[src/hw/rtl/peer_score_table_fifo_evict_core_defines.svh]
// Assertion helpers shared by the score table RTL.
`ifndef PEER_SCORE_TABLE_FIFO_EVICT_CORE_DEFINES_SVH
`define PEER_SCORE_TABLE_FIFO_EVICT_CORE_DEFINES_SVH

// Check that cond holds in the same cycle whenever trig holds.
`define PSTFE_ASSERT_IMPL(label, clk, rst, trig, cond, msg) \
  label: assert property (@(posedge clk) disable iff (rst) (trig) |-> (cond)) \
    else $error(msg);

// Check that cond holds in the cycle after trig.
`define PSTFE_ASSERT_NEXT(label, clk, rst, trig, cond, msg) \
  label: assert property (@(posedge clk) disable iff (rst) (trig) |=> (cond)) \
    else $error(msg);

`endif

[src/hw/rtl/pstfe_pkg.sv]
`timescale 1ns / 1ps

package pstfe_pkg;

  localparam int KEY_W     = 64;
  localparam int SCORE_W   = 17;
  localparam int DELTA_W   = 18;
  localparam int KIND_W    = 3;
  localparam int CFG_IDX_W = 3;

  localparam int ENTRIES_DEF = 64;

  localparam logic [SCORE_W-1:0] SCORE_ONE = 17'h10000;

  localparam logic signed [DELTA_W-1:0] DELTA_MAX = 18'sd65536;
  localparam logic signed [DELTA_W-1:0] DELTA_MIN = -18'sd65536;

  // Register indexes on the configuration port
  localparam logic [CFG_IDX_W-1:0] CFG_FLOOD     = 3'd0;
  localparam logic [CFG_IDX_W-1:0] CFG_REPLAY    = 3'd1;
  localparam logic [CFG_IDX_W-1:0] CFG_SIGFAIL   = 3'd2;
  localparam logic [CFG_IDX_W-1:0] CFG_CUSTODY   = 3'd3;
  localparam logic [CFG_IDX_W-1:0] CFG_DELIV_OK  = 3'd4;
  localparam logic [CFG_IDX_W-1:0] CFG_DELIV_BAD = 3'd5;

  // Register reset values
  localparam logic signed [DELTA_W-1:0] FLOOD_RST     = -18'sd3277;
  localparam logic signed [DELTA_W-1:0] REPLAY_RST    = -18'sd9830;
  localparam logic signed [DELTA_W-1:0] SIGFAIL_RST   = -18'sd13107;
  localparam logic signed [DELTA_W-1:0] CUSTODY_RST   = -18'sd3277;
  localparam logic signed [DELTA_W-1:0] DELIV_OK_RST  = 18'sd655;
  localparam logic signed [DELTA_W-1:0] DELIV_BAD_RST = -18'sd1311;

  typedef enum logic [KIND_W-1:0] {
    KIND_FLOOD     = 3'd0,
    KIND_REPLAY    = 3'd1,
    KIND_SIGFAIL   = 3'd2,
    KIND_CUSTODY   = 3'd3,
    KIND_DELIV_OK  = 3'd4,
    KIND_DELIV_BAD = 3'd5,
    KIND_WEIGHTED  = 3'd6,
    KIND_QUERY     = 3'd7
  } kind_t;

  typedef struct packed {
    logic signed [DELTA_W-1:0] flood;
    logic signed [DELTA_W-1:0] replay;
    logic signed [DELTA_W-1:0] sigfail;
    logic signed [DELTA_W-1:0] custody;
    logic signed [DELTA_W-1:0] deliv_ok;
    logic signed [DELTA_W-1:0] deliv_bad;
  } cfg_t;

  typedef enum logic [2:0] {
    ST_IDLE,
    ST_SCAN,
    ST_SREAD,
    ST_MISS,
    ST_CALC,
    ST_DONE
  } state_t;

endpackage

[src/hw/rtl/pstfe_score_alu.sv]
`timescale 1ns / 1ps

module pstfe_score_alu (
  input  pstfe_pkg::kind_t                        kind,
  input  logic signed [pstfe_pkg::DELTA_W-1:0]    amount,
  input  pstfe_pkg::cfg_t                         cfg,
  input  logic        [pstfe_pkg::SCORE_W-1:0]    base,
  output logic        [pstfe_pkg::SCORE_W-1:0]    sum
);

  logic signed [pstfe_pkg::DELTA_W-1:0] delta;
  logic signed [pstfe_pkg::DELTA_W:0]   total;

  // Pick the delta for this event kind; saturate the weighted amount
  always_comb begin
    case (kind)
      pstfe_pkg::KIND_FLOOD:     delta = cfg.flood;
      pstfe_pkg::KIND_REPLAY:    delta = cfg.replay;
      pstfe_pkg::KIND_SIGFAIL:   delta = cfg.sigfail;
      pstfe_pkg::KIND_CUSTODY:   delta = cfg.custody;
      pstfe_pkg::KIND_DELIV_OK:  delta = cfg.deliv_ok;
      pstfe_pkg::KIND_DELIV_BAD: delta = cfg.deliv_bad;
      pstfe_pkg::KIND_WEIGHTED: begin
        if (amount < pstfe_pkg::DELTA_MIN) begin
          delta = pstfe_pkg::DELTA_MIN;
        end else if (amount > pstfe_pkg::DELTA_MAX) begin
          delta = pstfe_pkg::DELTA_MAX;
        end else begin
          delta = amount;
        end
      end
      default: delta = '0;
    endcase
  end

  // Add and clamp to [0, 1.0]
  always_comb begin
    total = $signed({2'b00, base}) + $signed({delta[pstfe_pkg::DELTA_W-1], delta});
    if (total < 0) begin
      sum = '0;
    end else if (total > $signed({2'b00, pstfe_pkg::SCORE_ONE})) begin
      sum = pstfe_pkg::SCORE_ONE;
    end else begin
      sum = total[pstfe_pkg::SCORE_W-1:0];
    end
  end

endmodule

[config.mk]
export PLATFORM = sky130hd
export DESIGN_NAME = pstfe_score_alu
export DESIGN_NICKNAME = d
export VERILOG_FILES = /design/src/hw/rtl/peer_score_table_fifo_evict_core_defines.svh /design/src/hw/rtl/pstfe_pkg.sv /design/src/hw/rtl/pstfe_score_alu.sv
export SDC_FILE = /design/constraint.sdc
export NUM_CORES = 1
export LEC_CHECK = 0
export ABC_CLOCK_PERIOD_IN_PS = 12290
export BUFFER_PORTS_ARGS = -buffer_cell sky130_fd_sc_hd__buf_2
export CAP_MARGIN = 0
export CORE_MARGIN = 1.5
export CORE_UTILIZATION = 45
export DETAILED_ROUTE_END_ITERATION = 12
export GPL_ROUTABILITY_DRIVEN = 0
export PLACE_DENSITY = 0.9
export SLEW_MARGIN = 30
export SYNTH_ARGS = -nofsm -noshare
export SYNTH_HDL_FRONTEND = slang
export SYNTH_SLANG_ARGS = --single-unit
[constraint.sdc]
create_clock -name vclk -period 12.29
set_input_delay 1.8435 -clock vclk [all_inputs]
set_output_delay 1.8435 -clock vclk [all_outputs]
set_load 0.005 [all_outputs]
==> reports/qor.csv <==
metric;value;unit
WL final;7610;um
largest net degree at the start of global routing;42;
largest area contributor in the netlist;mux2_2;
CP arrival;6340;ps
worst slew pin tran;909;ps
Rel. slew slack;39.3;%
status;complete, no violations;
area delta synth->final;39.3;%
ANT nets after route;0;
detailed placer's ending HPWL;6420;um
WHS Path Cells;4;
Starting Density;46.9;%
unrepaired setup endpoints after global routing;no;
number of diodes;0;
clkbuf count;0;
vias post-DR;2718;
Area contributors post-synth;mux2_2 (15%), ha_1 (10%), a22oi_1 (9.9%);
setup_tns;0;ps
area of the core;4380;um^2
Tmin final;8180;ps
Ports;163;
post-route setup slack;4110;ps
Hold Vio Cnt, Final;0;
Initial DRT Pass Iterations;5;
die area;4980;um^2
sequential area share after synthesis;0;%
drt via density;5.95;
IO buf count;163;
Synth warnings;0;
most frequent cells in the layout;buf_2 (163), a22oi_1 (27), mux2_2 (27);
drt wl/cell;16.6;um
Final Cycle Share;66.6;%
Final nets;571;
first-pass GRT wire length;11800;um
CP Capture Type;primary output;
average cell area after synthesis;7.87;um^2
Seq cells;0;
total global-route track usage;28.2;%
Die H;70.6;um
share of the synthesized area in the top cell type;14.8;%
type of origin of the critical path;input port;
Cells after DPL;457;
HP Start;base[0];
Max rail drop VDD;0.0467;mV
Core Util, Final;65.3;%
1st-iter DRT viols;190;
commonest non-fill, non-tap cell in the layout;buf_2;
drc violations;0;
area occupied by registers;0;um^2
post-route insts no fill;457;
Max-Cap Viols;0;
buffers inserted by post-CTS timing repair;0;
Synth Net Count;425;
crit path max fanout;38;
max-slew violations;0;
fraction of layout cells with a size suffix above 1;53.3;%
worst hold path endpoint;sum[0];
Power Total;0.175;mW
synth unique cells;49;
post-cts resize count;0;
Post-CTS Hold Buffers;0;
number of global-route vias before repair;2645;
Congestion Overflow GR;0;
Cell Rows;24;
final setup violation count;0;
Data required, critical path;10450;ps
Chip Width;70.6;um
Highest Clock Rate;0.122;GHz
Cells after Synth;261;
Worst Setup Path Type;input port to primary output;
Hold WC Path Type;input port to primary output;
pwr dens;61.0;nW/um^2
Mapped Area;2050;um^2
leakage power;1.42;nW
initial antenna violation count;0;
Place WS;3850;ps
-- routing by layer --
metal	global-route usage, %	up-vias	share of wire (%)
met3	1.99	22	7.5
met1	35.4	1226	39
met5	0	-	0
met2	52.2	143	50
li1	-	1327	-
met4	7.34	0	2.8
-- final cells by class --
type / count / area [um^2]
Fill cell: 410 / 1520
Multi-Input combinational cell: 238 / 1970
Tap cell: 52 / 65.1
Inverter: 4 / 15.0
Timing Repair Buffer: 163 / 816
-- cells in the mapped netlist, types with 2 or more instances --
library cell  count
a21o_1            9
a211oi_2          3
a22oi_1          27
nor4_1            4
xnor2_1          10
nor2_1           13
buf_2             4
nor3b_1           3
nand2_1          23
buf_1             3
inv_1             4
mux2_2           27
o21ai_2           2
a21oi_1          14
a31oi_1           2
o21ai_0           8
nor3_2           10
o221ai_1         16
clkbuf_1         10
nor3_1            3
o21ai_1           2
ha_1             17
nand3_1           8
nand2b_1          2
mux2i_1           6
o211ai_2          2
xor2_1            5
mux4_2            3
-- worst max-delay path, stage by stage --
cell and delay (ps):
buf_2 540, nor2b_1 810, nand3_1 200, a21oi_2 520, nand2_1 110, o221ai_1 120, ha_1 280, a211oi_2 90
o31ai_4 340, o21ai_2 100, o311a_4 380, o21ai_2 150, mux2_4 420, nor3_1 260, buf_2 150
-- worst max-delay path by stage --
| stage | slack, ps | cells past startpoint | start | endpoint |
|---|---|---|---|---|
| final | 4110 | 15 | kind[2] | sum[2] |
| after global routing | 3790 | 15 | kind[2] | sum[2] |
| after CTS | 3820 | 15 | kind[2] | sum[16] |
| after detailed placement | 3850 | 15 | kind[2] | sum[16] |
| after global placement | 4060 | 15 | kind[2] | sum[16] |
| after floorplan | 5530 | 16 | kind[2] | sum[10] |
-- per-stage QoR --
step / area [um^2] / hold WS (ps)
after global routing: 2860 / 4280
after CTS: 2850 / 4230
final: 2860 / 4230
after detailed placement: 2850 / 4220
after global placement: 2850 / 4220
after floorplan: 2050 / 3900
-- cells by family after synthesis --
group | Yosys count | synth area share, %
compound gates | 96 | 36.2
simple gates | 72 | 18.9
mux | 37 | 21.7
buf+inv | 23 | 5.42
fa+ha+maj | 18 | 11.3
xor+xnor | 15 | 6.39
-- power by group --
part           internal, mW  total [mW]  switching (mW)
combinational        0.0824       0.175          0.0921
sequential                0           0               0
clock                     0           0               0
total                0.0824       0.175          0.0921
Power figures use the tool's default switching activity.
